<file path="src/rtl/vector_stroke_char_generator_defines.svh">
// Assertion macros for the vector stroke character generator.
// Included by the modules that carry concurrent assertions; needs no other file.
`ifndef VECTOR_STROKE_CHAR_GENERATOR_DEFINES_SVH
`define VECTOR_STROKE_CHAR_GENERATOR_DEFINES_SVH

// Consequent checked in the same cycle as the antecedent.
`define VSCG_ASSERT_SAME(label, clk, rst, ante, cons, msg) \
   label: assert property (@(posedge clk) disable iff (rst) (ante) |-> (cons)) else $error(msg);

// Consequent checked in the cycle after the antecedent.
`define VSCG_ASSERT_NEXT(label, clk, rst, ante, cons, msg) \
   label: assert property (@(posedge clk) disable iff (rst) (ante) |=> (cons)) else $error(msg);

`endif

</file>
<file path="src/rtl/vscg_pkg.sv">
// Types, codes, glyph table and grid helpers for the vector stroke character generator.
// Used by the top level; depends on nothing else.
package vscg_pkg;

   localparam int GLYPH_ENTRIES_DEFAULT = 256;

   localparam logic [7:0] LINE_FEED_CODE = 8'd10;
   localparam logic       KIND_MOVE      = 1'b0;
   localparam logic       KIND_LINE      = 1'b1;
   localparam logic       REG_STEP_X     = 1'b0;
   localparam logic       REG_STEP_Y     = 1'b1;
   localparam logic [7:0] STEP_RESET     = 8'd4;
   localparam logic [3:0] POS_END        = 4'd8;

   typedef enum logic [1:0] {
      ST_IDLE,
      ST_EMIT,
      ST_ADVANCE,
      ST_LFEED
   } vscg_state_type;

   typedef struct packed {
      logic [7:0]         char_code;
      logic               string_start;
      logic signed [15:0] origin_x;
      logic signed [15:0] origin_y;
   } vscg_req_type;

   typedef struct packed {
      logic               stroke_kind;
      logic signed [15:0] point_x;
      logic signed [15:0] point_y;
      logic               last;
   } vscg_rsp_type;

   typedef struct packed {
      logic       valid;
      logic       kind;
      logic [3:0] nib;
      logic [3:0] next_pos;
   } vscg_stroke_type;

   function automatic logic [31:0] glyph_word(input logic [7:0] code);
      logic [31:0] w;
      case (code)
         8'd33: w = 32'h0002508E;
         8'd34: w = 32'h0008E07D;
         8'd37: w = 32'h360AD01F;
         8'd38: w = 32'h0003DF12;
         8'd39: w = 32'h000000BE;
         8'd40: w = 32'h000035BF;
         8'd41: w = 32'h000015BD;
         8'd42: w = 32'h6A04C097;
         8'd43: w = 32'h0009705B;
         8'd44: w = 32'h00000015;
         8'd45: w = 32'h00000097;
         8'd46: w = 32'h00000025;
         8'd47: w = 32'h0000001F;
         8'd48: w = 32'h000D13FD;
         8'd49: w = 32'h0000002E;
         8'd50: w = 32'h003179FD;
         8'd51: w = 32'h079013FD;
         8'd52: w = 32'h0028064D;
         8'd53: w = 32'h001397DF;
         8'd54: w = 32'h007931DF;
         8'd55: w = 32'h000001FD;
         8'd56: w = 32'h09713FD1;
         8'd57: w = 32'h0013FD79;
         8'd58: w = 32'h0002508B;
         8'd59: w = 32'h0001508B;
         8'd60: w = 32'h0000037F;
         8'd61: w = 32'h00064097;
         8'd62: w = 32'h0000019D;
         8'd63: w = 32'h31058CEA;
         8'd64: w = 32'h31DF6589;
         8'd65, 8'd97:  w = 32'h00793FD1;
         8'd66, 8'd98:  w = 32'hDFC7931D;
         8'd67, 8'd99:  w = 32'h000031DF;
         8'd68, 8'd100: w = 32'h000D13CD;
         8'd69, 8'd101: w = 32'h097031DF;
         8'd70, 8'd102: w = 32'h009701DF;
         8'd71, 8'd103: w = 32'h00FD1398;
         8'd72, 8'd104: w = 32'h003F971D;
         8'd73, 8'd105: w = 32'h0000002E;
         8'd74, 8'd106: w = 32'h0000F314;
         8'd75, 8'd107: w = 32'h0037F01D;
         8'd76, 8'd108: w = 32'h0000031D;
         8'd77, 8'd109: w = 32'h0003FBD1;
         8'd78, 8'd110: w = 32'h0000F3D1;
         8'd79, 8'd111: w = 32'h000D13FD;
         8'd80, 8'd112: w = 32'h0001DF97;
         8'd81, 8'd113: w = 32'h35013FD1;
         8'd82, 8'd114: w = 32'h00379FD1;
         8'd83, 8'd115: w = 32'h00426AEC;
         8'd84, 8'd116: w = 32'h0002E0FD;
         8'd85, 8'd117: w = 32'h0000F31D;
         8'd86, 8'd118: w = 32'h00000F2D;
         8'd87, 8'd119: w = 32'h000F351D;
         8'd88, 8'd120: w = 32'h000F103D;
         8'd89, 8'd121: w = 32'h0000D8F1;
         8'd90, 8'd122: w = 32'h000031FD;
         default: w = 32'h00000000;
      endcase
      return w;
   endfunction

   function automatic logic [1:0] grid_col(input logic [3:0] nib);
      logic [1:0] c;
      case (nib)
         4'd1, 4'd4, 4'd7, 4'd10, 4'd13: c = 2'd0;
         4'd2, 4'd5, 4'd8, 4'd11, 4'd14: c = 2'd1;
         4'd3, 4'd6, 4'd9, 4'd12, 4'd15: c = 2'd2;
         default: c = 2'd3;
      endcase
      return c;
   endfunction

   function automatic logic [2:0] grid_row(input logic [3:0] nib);
      logic [2:0] r;
      case (nib)
         4'd4, 4'd5, 4'd6:    r = 3'd1;
         4'd7, 4'd8, 4'd9:    r = 3'd2;
         4'd10, 4'd11, 4'd12: r = 3'd3;
         4'd13, 4'd14, 4'd15: r = 3'd4;
         default: r = 3'd0;
      endcase
      return r;
   endfunction

   // Finds the stroke that starts at nibble position pos of a glyph word.
   function automatic vscg_stroke_type next_stroke(input logic [31:0] word,
                                                   input logic [3:0]  pos);
      vscg_stroke_type s;
      logic [2:0]      idx;
      logic [2:0]      idx_nxt;
      logic [3:0]      nib;
      logic [3:0]      nib_nxt;
      idx     = pos[2:0];
      idx_nxt = pos[2:0] + 3'd1;
      nib     = word[{idx, 2'b00} +: 4];
      nib_nxt = word[{idx_nxt, 2'b00} +: 4];
      s       = '0;
      if (pos == 4'd0) begin
         s.valid    = 1'b1;
         s.kind     = KIND_MOVE;
         s.nib      = word[3:0];
         s.next_pos = 4'd1;
      end else if (pos < POS_END) begin
         if (nib != 4'd0) begin
            s.valid    = 1'b1;
            s.kind     = KIND_LINE;
            s.nib      = nib;
            s.next_pos = pos + 4'd1;
         end else if (pos != 4'd7 && nib_nxt != 4'd0) begin
            s.valid    = 1'b1;
            s.kind     = KIND_MOVE;
            s.nib      = nib_nxt;
            s.next_pos = pos + 4'd2;
         end
      end
      return s;
   endfunction

   // Adds a small signed offset to a 16-bit coordinate and clamps the result.
   function automatic logic signed [15:0] sat_add(input logic signed [15:0] base,
                                                  input logic signed [11:0] off);
      logic signed [16:0] sum;
      logic signed [15:0] r;
      sum = 17'(base) + 17'(off);
      if (sum[16] != sum[15]) begin
         r = sum[16] ? 16'sh8000 : 16'sh7FFF;
      end else begin
         r = sum[15:0];
      end
      return r;
   endfunction

endpackage

</file>
<file path="src/rtl/vector_stroke_char_generator.sv">
// A character is accepted only while idle; its strokes then go to the result register in turn,
// followed by the cursor advance, and a line feed moves the cursor to the next line start.
// One saturating x/y adder pair does every coordinate step.
// Result stalls hold the stroke sequencer. Synchronous reset clears the cursor and line start
// to zero, sets both step registers to 4 and leaves the block idle with no result pending.
module vector_stroke_char_generator
   import vscg_pkg::*;
#(
   parameter int GLYPH_ENTRIES = GLYPH_ENTRIES_DEFAULT
) (
   input  logic         clock,
   input  logic         reset,
   input  logic         req_valid,
   output logic         req_stall,
   input  vscg_req_type req_item,
   output logic         rsp_valid,
   input  logic         rsp_stall,
   output vscg_rsp_type rsp_item,
   input  logic         psel,
   input  logic         penable,
   input  logic         pwrite,
   input  logic [2:0]   paddr,
   input  logic [31:0]  pwdata,
   output logic [31:0]  prdata,
   output logic         pready
);

`include "vector_stroke_char_generator_defines.svh"

   vscg_state_type     state_ff, state_in;
   logic [7:0]         step_x_ff, step_x_in;
   logic [7:0]         step_y_ff, step_y_in;
   logic signed [15:0] cursor_x_ff, cursor_x_in;
   logic signed [15:0] cursor_y_ff, cursor_y_in;
   logic signed [15:0] line_start_x_ff, line_start_x_in;
   logic signed [15:0] line_start_y_ff, line_start_y_in;
   logic [31:0]        word_ff, word_in;
   logic [3:0]         pos_ff, pos_in;
   logic               rsp_valid_ff, rsp_valid_in;
   vscg_rsp_type       rsp_item_ff, rsp_item_in;

   logic               req_accept;
   logic               cfg_write;
   logic               out_load;
   logic               stroke_last;
   vscg_stroke_type    cur_stroke;
   vscg_stroke_type    look_stroke;
   logic [9:0]         col_mul;
   logic [10:0]        row_mul;
   logic [9:0]         three_x;
   logic [10:0]        five_y;
   logic signed [15:0] unit_base_x, unit_base_y;
   logic signed [11:0] unit_off_x, unit_off_y;
   logic signed [15:0] unit_sum_x, unit_sum_y;

   assign pready     = 1'b1;
   assign cfg_write  = psel & penable & pwrite & pready;
   assign prdata     = (paddr[2] == REG_STEP_Y) ? {24'd0, step_y_ff} : {24'd0, step_x_ff};
   assign req_accept = req_valid & ~req_stall;
   assign rsp_valid  = rsp_valid_ff;
   assign rsp_item   = rsp_item_ff;

   assign cur_stroke  = next_stroke(word_ff, pos_ff);
   assign look_stroke = next_stroke(word_ff, cur_stroke.next_pos);
   assign stroke_last = ~look_stroke.valid;

   assign col_mul = 10'(grid_col(cur_stroke.nib)) * 10'(step_x_ff);
   assign row_mul = 11'(grid_row(cur_stroke.nib)) * 11'(step_y_ff);
   assign three_x = 10'(step_x_ff) * 10'd3;
   assign five_y  = 11'(step_y_ff) * 11'd5;

   always_comb begin
      case (state_ff)
         ST_EMIT: begin
            unit_base_x = cursor_x_ff;
            unit_off_x  = $signed({2'b00, col_mul});
            unit_base_y = cursor_y_ff;
            unit_off_y  = $signed({1'b0, row_mul});
         end
         ST_ADVANCE: begin
            unit_base_x = cursor_x_ff;
            unit_off_x  = $signed({2'b00, three_x});
            unit_base_y = cursor_y_ff;
            unit_off_y  = '0;
         end
         ST_LFEED: begin
            unit_base_x = line_start_x_ff;
            unit_off_x  = '0;
            unit_base_y = line_start_y_ff;
            unit_off_y  = -$signed({1'b0, five_y});
         end
         default: begin
            unit_base_x = cursor_x_ff;
            unit_off_x  = '0;
            unit_base_y = cursor_y_ff;
            unit_off_y  = '0;
         end
      endcase
   end

   assign unit_sum_x = sat_add(unit_base_x, unit_off_x);
   assign unit_sum_y = sat_add(unit_base_y, unit_off_y);

   always_comb begin
      state_in = state_ff;
      case (state_ff)
         ST_IDLE: begin
            if (req_valid) begin
               state_in = (req_item.char_code == LINE_FEED_CODE) ? ST_LFEED : ST_EMIT;
            end
         end
         ST_EMIT: begin
            if (out_load && stroke_last) begin
               state_in = ST_ADVANCE;
            end
         end
         ST_ADVANCE: state_in = ST_IDLE;
         ST_LFEED:   state_in = ST_IDLE;
         default:    state_in = ST_IDLE;
      endcase
   end

   always_comb begin
      req_stall       = (state_ff != ST_IDLE);
      out_load        = (state_ff == ST_EMIT) && (~rsp_valid_ff || ~rsp_stall);
      step_x_in       = step_x_ff;
      step_y_in       = step_y_ff;
      cursor_x_in     = cursor_x_ff;
      cursor_y_in     = cursor_y_ff;
      line_start_x_in = line_start_x_ff;
      line_start_y_in = line_start_y_ff;
      word_in         = word_ff;
      pos_in          = pos_ff;
      rsp_item_in     = rsp_item_ff;
      rsp_valid_in    = rsp_valid_ff & rsp_stall;

      if (cfg_write) begin
         if (paddr[2] == REG_STEP_X) begin
            step_x_in = pwdata[7:0];
         end else begin
            step_y_in = pwdata[7:0];
         end
      end

      case (state_ff)
         ST_IDLE: begin
            if (req_accept) begin
               if (req_item.string_start) begin
                  cursor_x_in     = req_item.origin_x;
                  cursor_y_in     = req_item.origin_y;
                  line_start_x_in = req_item.origin_x;
                  line_start_y_in = req_item.origin_y;
               end
               word_in = (int'(req_item.char_code) < GLYPH_ENTRIES) ?
                         glyph_word(req_item.char_code) : 32'd0;
               pos_in  = 4'd0;
            end
         end
         ST_EMIT: begin
            if (out_load) begin
               rsp_valid_in            = 1'b1;
               rsp_item_in.stroke_kind = cur_stroke.kind;
               rsp_item_in.point_x     = unit_sum_x;
               rsp_item_in.point_y     = unit_sum_y;
               rsp_item_in.last        = stroke_last;
               pos_in                  = cur_stroke.next_pos;
            end
         end
         ST_ADVANCE: begin
            cursor_x_in = unit_sum_x;
         end
         ST_LFEED: begin
            line_start_y_in = unit_sum_y;
            cursor_x_in     = unit_sum_x;
            cursor_y_in     = unit_sum_y;
         end
         default: begin
            pos_in = 4'd0;
         end
      endcase
   end

   always_ff @(posedge clock) begin
      if (reset) begin
         state_ff        <= ST_IDLE;
         step_x_ff       <= STEP_RESET;
         step_y_ff       <= STEP_RESET;
         cursor_x_ff     <= '0;
         cursor_y_ff     <= '0;
         line_start_x_ff <= '0;
         line_start_y_ff <= '0;
         pos_ff          <= '0;
         rsp_valid_ff    <= 1'b0;
      end else begin
         state_ff        <= state_in;
         step_x_ff       <= step_x_in;
         step_y_ff       <= step_y_in;
         cursor_x_ff     <= cursor_x_in;
         cursor_y_ff     <= cursor_y_in;
         line_start_x_ff <= line_start_x_in;
         line_start_y_ff <= line_start_y_in;
         pos_ff          <= pos_in;
         rsp_valid_ff    <= rsp_valid_in;
      end
   end

   always_ff @(posedge clock) begin
      word_ff     <= word_in;
      rsp_item_ff <= rsp_item_in;
   end

   `VSCG_ASSERT_NEXT(a_last_then_advance, clock, reset, out_load && stroke_last,
                     state_ff == ST_ADVANCE, "last stroke not followed by cursor advance")
   `VSCG_ASSERT_SAME(a_pos_in_range, clock, reset, state_ff == ST_EMIT,
                     pos_ff <= POS_END, "nibble position past end of glyph word")
   `VSCG_ASSERT_SAME(a_rsp_from_emit, clock, reset, $rose(rsp_valid_ff),
                     $past(state_ff) == ST_EMIT, "result item appeared outside stroke emission")
   `VSCG_ASSERT_NEXT(a_lfeed_cursor, clock, reset, state_ff == ST_LFEED,
                     cursor_x_ff == line_start_x_ff && cursor_y_ff == line_start_y_ff,
                     "line feed did not return cursor to line start")

endmodule
</file>
<file path="config.mk">
export PLATFORM = sky130hd
export DESIGN_NAME = vector_stroke_char_generator
export DESIGN_NICKNAME = d
export VERILOG_FILES = /design/src/rtl/vscg_pkg.sv /design/src/rtl/vector_stroke_char_generator.sv
export VERILOG_INCLUDE_DIRS = /design/src /design/src/rtl
export SDC_FILE = /design/constraint.sdc
export NUM_CORES = 1
export LEC_CHECK = 0
export BUFFER_PORTS_ARGS = -buffer_cell sky130_fd_sc_hd__clkbuf_2
export CAP_MARGIN = 30
export CORE_ASPECT_RATIO = 0.75
export CORE_MARGIN = 4
export CORE_UTILIZATION = 57
export DETAILED_ROUTE_END_ITERATION = 8
export PLACE_DENSITY = 0.78
export SYNTH_ARGS = -nofsm -noshare
export SYNTH_HDL_FRONTEND = slang
export SYNTH_MEMORY_MAX_BITS = 65536
export SYNTH_SLANG_ARGS = --single-unit
</file>
<file path="constraint.sdc">
create_clock -name clock -period 15.72 [get_ports clock]
set_clock_uncertainty 0.1 [all_clocks]
set_input_delay 0.786 -clock clock [delete_from_list [all_inputs] [get_ports clock]]
set_output_delay 0.786 -clock clock [all_outputs]
set_load 0.01 [all_outputs]
</file>
### Word-level counts from Yosys, hierarchy flattened

Memory sizes are Yosys's and may differ from the RTL's. A register that Yosys moved wholly into a read port is not among the register bits.
Index checks and enable logic that the tools add are counted.

* add/sub/neg operators: 9
* multiply operators: 4
* magnitude comparators: 2
* equality and inequality tests: 13
* shift-type cells: 4
* multiplexer cells: 31
* bitwise logic cells: 10
* reduce and logical (&&, ||, !) cells: 27

Operators with widths (number)
* two-way mux 16 bit: 9
* variable part select 32 x 6 -> 4 bit: 4
* case mux 16 bit (2 select lines): 2
* two-way mux 10 bit: 4
* two-way mux 8 bit: 4
* case mux 12 bit (2 select lines): 1
* case mux 10 bit (2 select lines): 1
* adder 16 x 11 -> 17 bit: 1
* adder 16 x 12 -> 17 bit: 1
* nonzero test 4 bit: 4
* negation 11 -> 12 bit: 1
* AND reduction 3 bit: 4
* multiplier 3 x 8 -> 11 bit: 1
* multiplier 8 x 3 -> 11 bit, second input constant: 1
* multiplier 2 x 8 -> 10 bit: 1
* multiplier 8 x 2 -> 10 bit, second input constant: 1
* inequality test 2 bit, second input constant: 5
* AND reduction 2 bit: 5
* two-way mux 9 bit: 1
* adder 4 x 1 -> 4 bit, second input constant: 2
* adder 4 x 2 -> 4 bit, second input constant: 2
* equality test 8 x 4 -> 1 bit, second input constant: 1
* zero test 4 bit: 2
* less-than comparator 4 bit, second input constant: 2
* other kinds (17): 40

* bits in registers: 105
* memory bits (read-only): 4176
* input bits: 83
* output and inout port bits: 69
* word-level logic and storage cells: 115
* memories: 3

Memory list
* (name not given): words 128, width 32, read ports 1, clocked after Yosys merged registers in 1, wr ports 0, RTL line vscg_pkg.sv:45 `case (code)`
* (name not given): words 16, width 3, read ports 1, clocked after Yosys merged registers in 0, wr ports 0, RTL line vscg_pkg.sv:120 `case (nib)`
* (name not given): words 16, width 2, read ports 1, clocked after Yosys merged registers in 0, wr ports 0, RTL line vscg_pkg.sv:109 `case (nib)`

### Longest topological paths before layout

* depth after elaboration: 20
* gate-level depth with buffers: 38
* depth with buffers taken out: 34

### Worst setup path after synthesis

No wires, ideal clock.

* path type: reg-to-reg
* from: reg pos_ff[1]
* to: reg rsp_item_ff, in the netlist rsp_item[5] (data pin)
* library setup time: 0.266 ns
* data arrival time: 7.477 ns
* required time: 15.354 ns
* path slack: 7.877 ns
* cell stages (with the launch flop): 32
* path buffers: 2
* clock period less this slack: 7.843 ns
* cell sequence: dfxtp_1 > clkbuf_1 > inv_1 > ha_1 > clkbuf_1 > mux4_2 > mux2i_1 > inv_1 > a21oi_1 > nand2b_1 > o22ai_1 > nand2_1 > fa_1 > inv_1 > ha_1 > a21o_1 > a21o_1 > a21o_1 > a21oi_1 > o21bai_1 > a21oi_1 > xor2_1 > o22ai_1 > ha_1 > a21o_1 > a2111oi_0 > or3_1 > a211oi_1 > nand4b_1 > nor3_1 > or3_1 > nand2_1

* longest elaborated chain between the ends: 14
* elaborated cells on any way between the ends: 20
* classes of those cells: add/sub: 2; mul: 1; order compare: 1; eq/ne: 2; shift: 2; mux: 7; reduce/logical: 4; memory: 1

Ends and longest elaborated chain
* start, declared: RTL line vector_stroke_char_generator.sv:38 `logic [3:0] pos_ff, pos_in;`
* start signal, assigned: RTL line vector_stroke_char_generator.sv:202 `pos_ff <= pos_in;`
* adder 3 x 1 -> 3 bit: RTL line vscg_pkg.sv:139 `idx_nxt = pos[2:0] + 3'd1;`
* variable part select 32 x 6 -> 4 bit: RTL line vscg_pkg.sv:141 `nib_nxt = word[{idx_nxt, 2'b00} +: 4];`
* nonzero test 4 bit: RTL line vscg_pkg.sv:154 `end else if (pos != 4'd7 && nib_nxt != 4'd0) begin`
* logical AND 1 bit: RTL line vscg_pkg.sv:154
* two-way mux 8 bit: RTL line vscg_pkg.sv:154
* two-way mux 9 bit: RTL line vscg_pkg.sv:149 `if (nib != 4'd0) begin`
* two-way mux 8 bit: RTL line vscg_pkg.sv:148 `end else if (pos < POS_END) begin`
* two-way mux 8 bit (*): RTL line vscg_pkg.sv:143 `if (pos == 4'd0) begin`
* memory read (16 x 3 bit) (*)
* multiplier 3 x 8 -> 11 bit (*): RTL line vector_stroke_char_generator.sv:68 `assign row_mul = 11'(grid_row(cur_stroke.nib)) * 11'(step_y_ff);`
* case mux 12 bit (2 select lines) (*): RTL line vector_stroke_char_generator.sv:73 `case (state_ff)`
* adder 16 x 12 -> 17 bit (*): RTL line vscg_pkg.sv:169 `sum = 17'(base) + 17'(off);`
* two-way mux 16 bit / inequality test 1 bit (equally long branches): RTL line vscg_pkg.sv:171, vscg_pkg.sv:170
* two-way mux 16 bit (*): RTL line vscg_pkg.sv:170 `if (sum[16] != sum[15]) begin`
* net unit_sum_y[4]: RTL line vector_stroke_char_generator.sv:54 `logic signed [15:0] unit_sum_x, unit_sum_y;`
* end signal, assigned: RTL line vector_stroke_char_generator.sv:209 `rsp_item_ff <= rsp_item_in;`
* end, declared: RTL line vector_stroke_char_generator.sv:40 `vscg_rsp_type rsp_item_ff, rsp_item_in;`

Mark *: on every way through the listed nets, which the timed path passes. The rest lies on a longest branch.
A chain may end at the register's enable or synchronous reset.

### Final worst setup path

* from: reg pos_ff[0]
* to: reg rsp_item_ff, in the netlist rsp_item[5] (data pin)

Same word-level chain as after synthesis.

==> results.sh <==
export IMPL_drt_initial_drc_count=1549
export IMPL_yosys_area_top_type="edfxtp_1"
export IMPL_cts_made_buffers=17
export IMPL_status="finished clean"
export IMPL_cts_setup_buffers=0
export IMPL_place_inst=1874
export IMPL_chipHeight_um=136
export IMPL_drive_above_1_share=0.130
export IMPL_antenna_cells=0
export IMPL_required_ns=15.83
export IMPL_port_buffers=100
export IMPL_setup_viol=0
export IMPL_grt_max_degree=99
export IMPL_grt_total_usage=0.303
export IMPL_clock_sinks=137
export IMPL_vias=12170
export IMPL_nets=1795
export IMPL_grt_first_pass_wirelength_mm=59.0
export IMPL_relSlewSlack=0.318
export IMPL_tightest_slew_ns=1.02
export IMPL_num_rows=46
export IMPL_final_cell_count_no_fill=1906
export IMPL_cts_root_buf="clkbuf_16"
export IMPL_worst_setup_hold_path_clk_slew_ns=0.07
export IMPL_cts_resized=0
export IMPL_clock_fmax_mhz=105
export IMPL_synth_seq_cells=137
export IMPL_ir_worst_vdd_v=0.0000724
export IMPL_arrival_ns=9.61
export IMPL_critPathSlowestCell="nor3_1"
export IMPL_yosysWarnings=0
export IMPL_grt_pass1_vias=11198
export IMPL_viasPerCell=6.39
export IMPL_finalSetupTns_ns=0
export IMPL_overflow=0
export IMPL_htreeDepth=4
export IMPL_endpoint_kind="flip-flop"
export IMPL_hp_class="flip-flop to flip-flop"
export IMPL_syn_area_um2=12400
export IMPL_ys_seq_area_frac=0.274
export IMPL_crit_top_cell="a21o_1"
export IMPL_period_minus_slack_ns=9.50
export IMPL_wl_mm=37.4
export IMPL_avgSynthCellArea_um2=7.91
export IMPL_synthFlopType="dfxtp_1"
export IMPL_finalHoldViolCount=0
export IMPL_rsz0062_at_grt="no"
export IMPL_gp_congestion=0.959
export IMPL_syn_to_final_growth_pct=9.12
export IMPL_synthCells=1569
export IMPL_dieWidth_um=178
export IMPL_timing_final_crit_share=0.605
export IMPL_die_area_um2=24200
export IMPL_io_pins=152
export IMPL_first_pass_iters=6
export IMPL_drcViolationCount=0
export IMPL_drv_cap=0
export IMPL_clock_path_buffers=2
export IMPL_antenna_left=0
export IMPL_core_area_um2=21300
export IMPL_synth_async_reset_ratio=0
export IMPL_hold_buffers=0
export IMPL_final_common_cell="nand2_1"
export IMPL_worstPathMaxFanout=24
export IMPL_synth_edf_count=66
export IMPL_fillers=1803
export IMPL_worstSetupPathType="flip-flop to flip-flop"
export IMPL_power_density_nw_per_um2=115
export IMPL_antenna_found_initial=0
export IMPL_leakagePower_uw=0.00572
export IMPL_start_util=0.583
export IMPL_wire_per_inst_um=19.6
export IMPL_dp_hpwl_mm=26.9
export IMPL_final_cell_mix="nand2_1 (254), a21oi_1 (146), o21ai_0 (107)"
export IMPL_startpoint_type="flip-flop"
export IMPL_yosys_area_top_type_share=0.160
export IMPL_insertion_delay_ns=0.45
export IMPL_synth_cell_types=77
export IMPL_drv_slew=0
export IMPL_cpPeakStageDelay_ns=0.90
export IMPL_synth_top_cells_by_area="edfxtp_1 (16%), dfxtp_1 (11%), ha_1 (9.7%)"
export IMPL_cts_tree="done"
## cell usage after synthesis, drive strengths merged (16+ instances only)
cell type and number:
a21o 22, inv 94, and2 24, ha 96, o22ai 17, mux2 19
nand3 29, nor3 18, o211ai 19, a21oi 148, dfxtp 71, clkbuf 83
nor2 103, nand2b 24, or3 20, nor2b 21, buf 38, a31oi 16
o21ai 108, nand2 254, mux4 20, xor2 18, a221oi 18, xnor2 31
edfxtp 66
## layer usage
metal	part of all wire	vias to the layer above	track usage
met3	0.11	80	0.0745
li1	-	5681	-
met5	0.0018	-	0.0229
met2	0.44	726	0.452
met1	0.43	5681	0.441
met4	0.022	2	0.0758
## through the flow
step	setup slack [ns]	instance area, um2	utilization	hold WS (ns)	power [uW]
2_1_floorplan	7.88	12500	-	0.327	952
6_report	6.22	13500	0.636	0.354	1560
4_1_cts	6.38	13500	0.636	0.357	1550
5_1_grt	5.51	13500	0.636	0.372	1650
3_5_place_dp	6.41	12900	0.607	0.347	1130
3_3_place_gp	6.63	12900	0.607	0.335	1110
## worst paths after layout
path / start / to / slack [ns] / cells after the start
max: pos_ff[0] / rsp_item[5] / 6.22 / 31
min: line_start_x_ff[3] / line_start_x_ff[3] / 0.35 / 2
max reg2reg: pos_ff[0] / rsp_item[5] / 6.22 / 31
min reg2reg: line_start_x_ff[3] / line_start_x_ff[3] / 0.35 / 2
## cells by family after synthesis
family,synth area share
simple gates,0.198
compound gates,0.243
buf+inv,0.0732
flops,0.274
fa+ha+maj,0.115
mux,0.0624
xor+xnor,0.0346
other cells,0.000605
## worst max-delay path, delay by kind of cell, from the launching register on
kind,cells,cell delay [ns]
and+or+nand+nor,7,2.09
xor gates and xnor gates,1,0.21
buffers and inverters,4,0.75
AOI/OAI and AO/OA,13,3.48
muxes,2,0.48
DFF,1,0.31
adders and majority gates,4,1.84
## flip-flops by register name, summed over array words and instances (netlist names)
signal,flops
line_start_y_ff,16
word_ff,32
rsp_valid,1
state_ff,2
step_y_ff,8
rsp_item,34
step_x_ff,8
line_start_x_ff,16
cursor_x_ff,16
pos_ff,4
## power by group
| part | total [uW] | internal, uW | switching [uW] |
|---|---|---|---|
| combinational | 628 | 229 | 399 |
| clock | 423 | 241 | 182 |
| sequential | 511 | 467 | 43.9 |
| total | 1560 | 936 | 625 |
## layout make-up
type | count | area [um2] | area share
Sequential cell | 137 | 3400 | 0.251
Clock buffer | 17 | 425 | 0.0314
Timing Repair Buffer | 115 | 613 | 0.0453
Inverter | 95 | 357 | 0.0263
Multi-Input combinational cell | 1239 | 8200 | 0.606
Clock inverter | 15 | 181 | 0.0134
Tap cell | 288 | 360 | 0.0266
(Power assumes the default switching activity.)
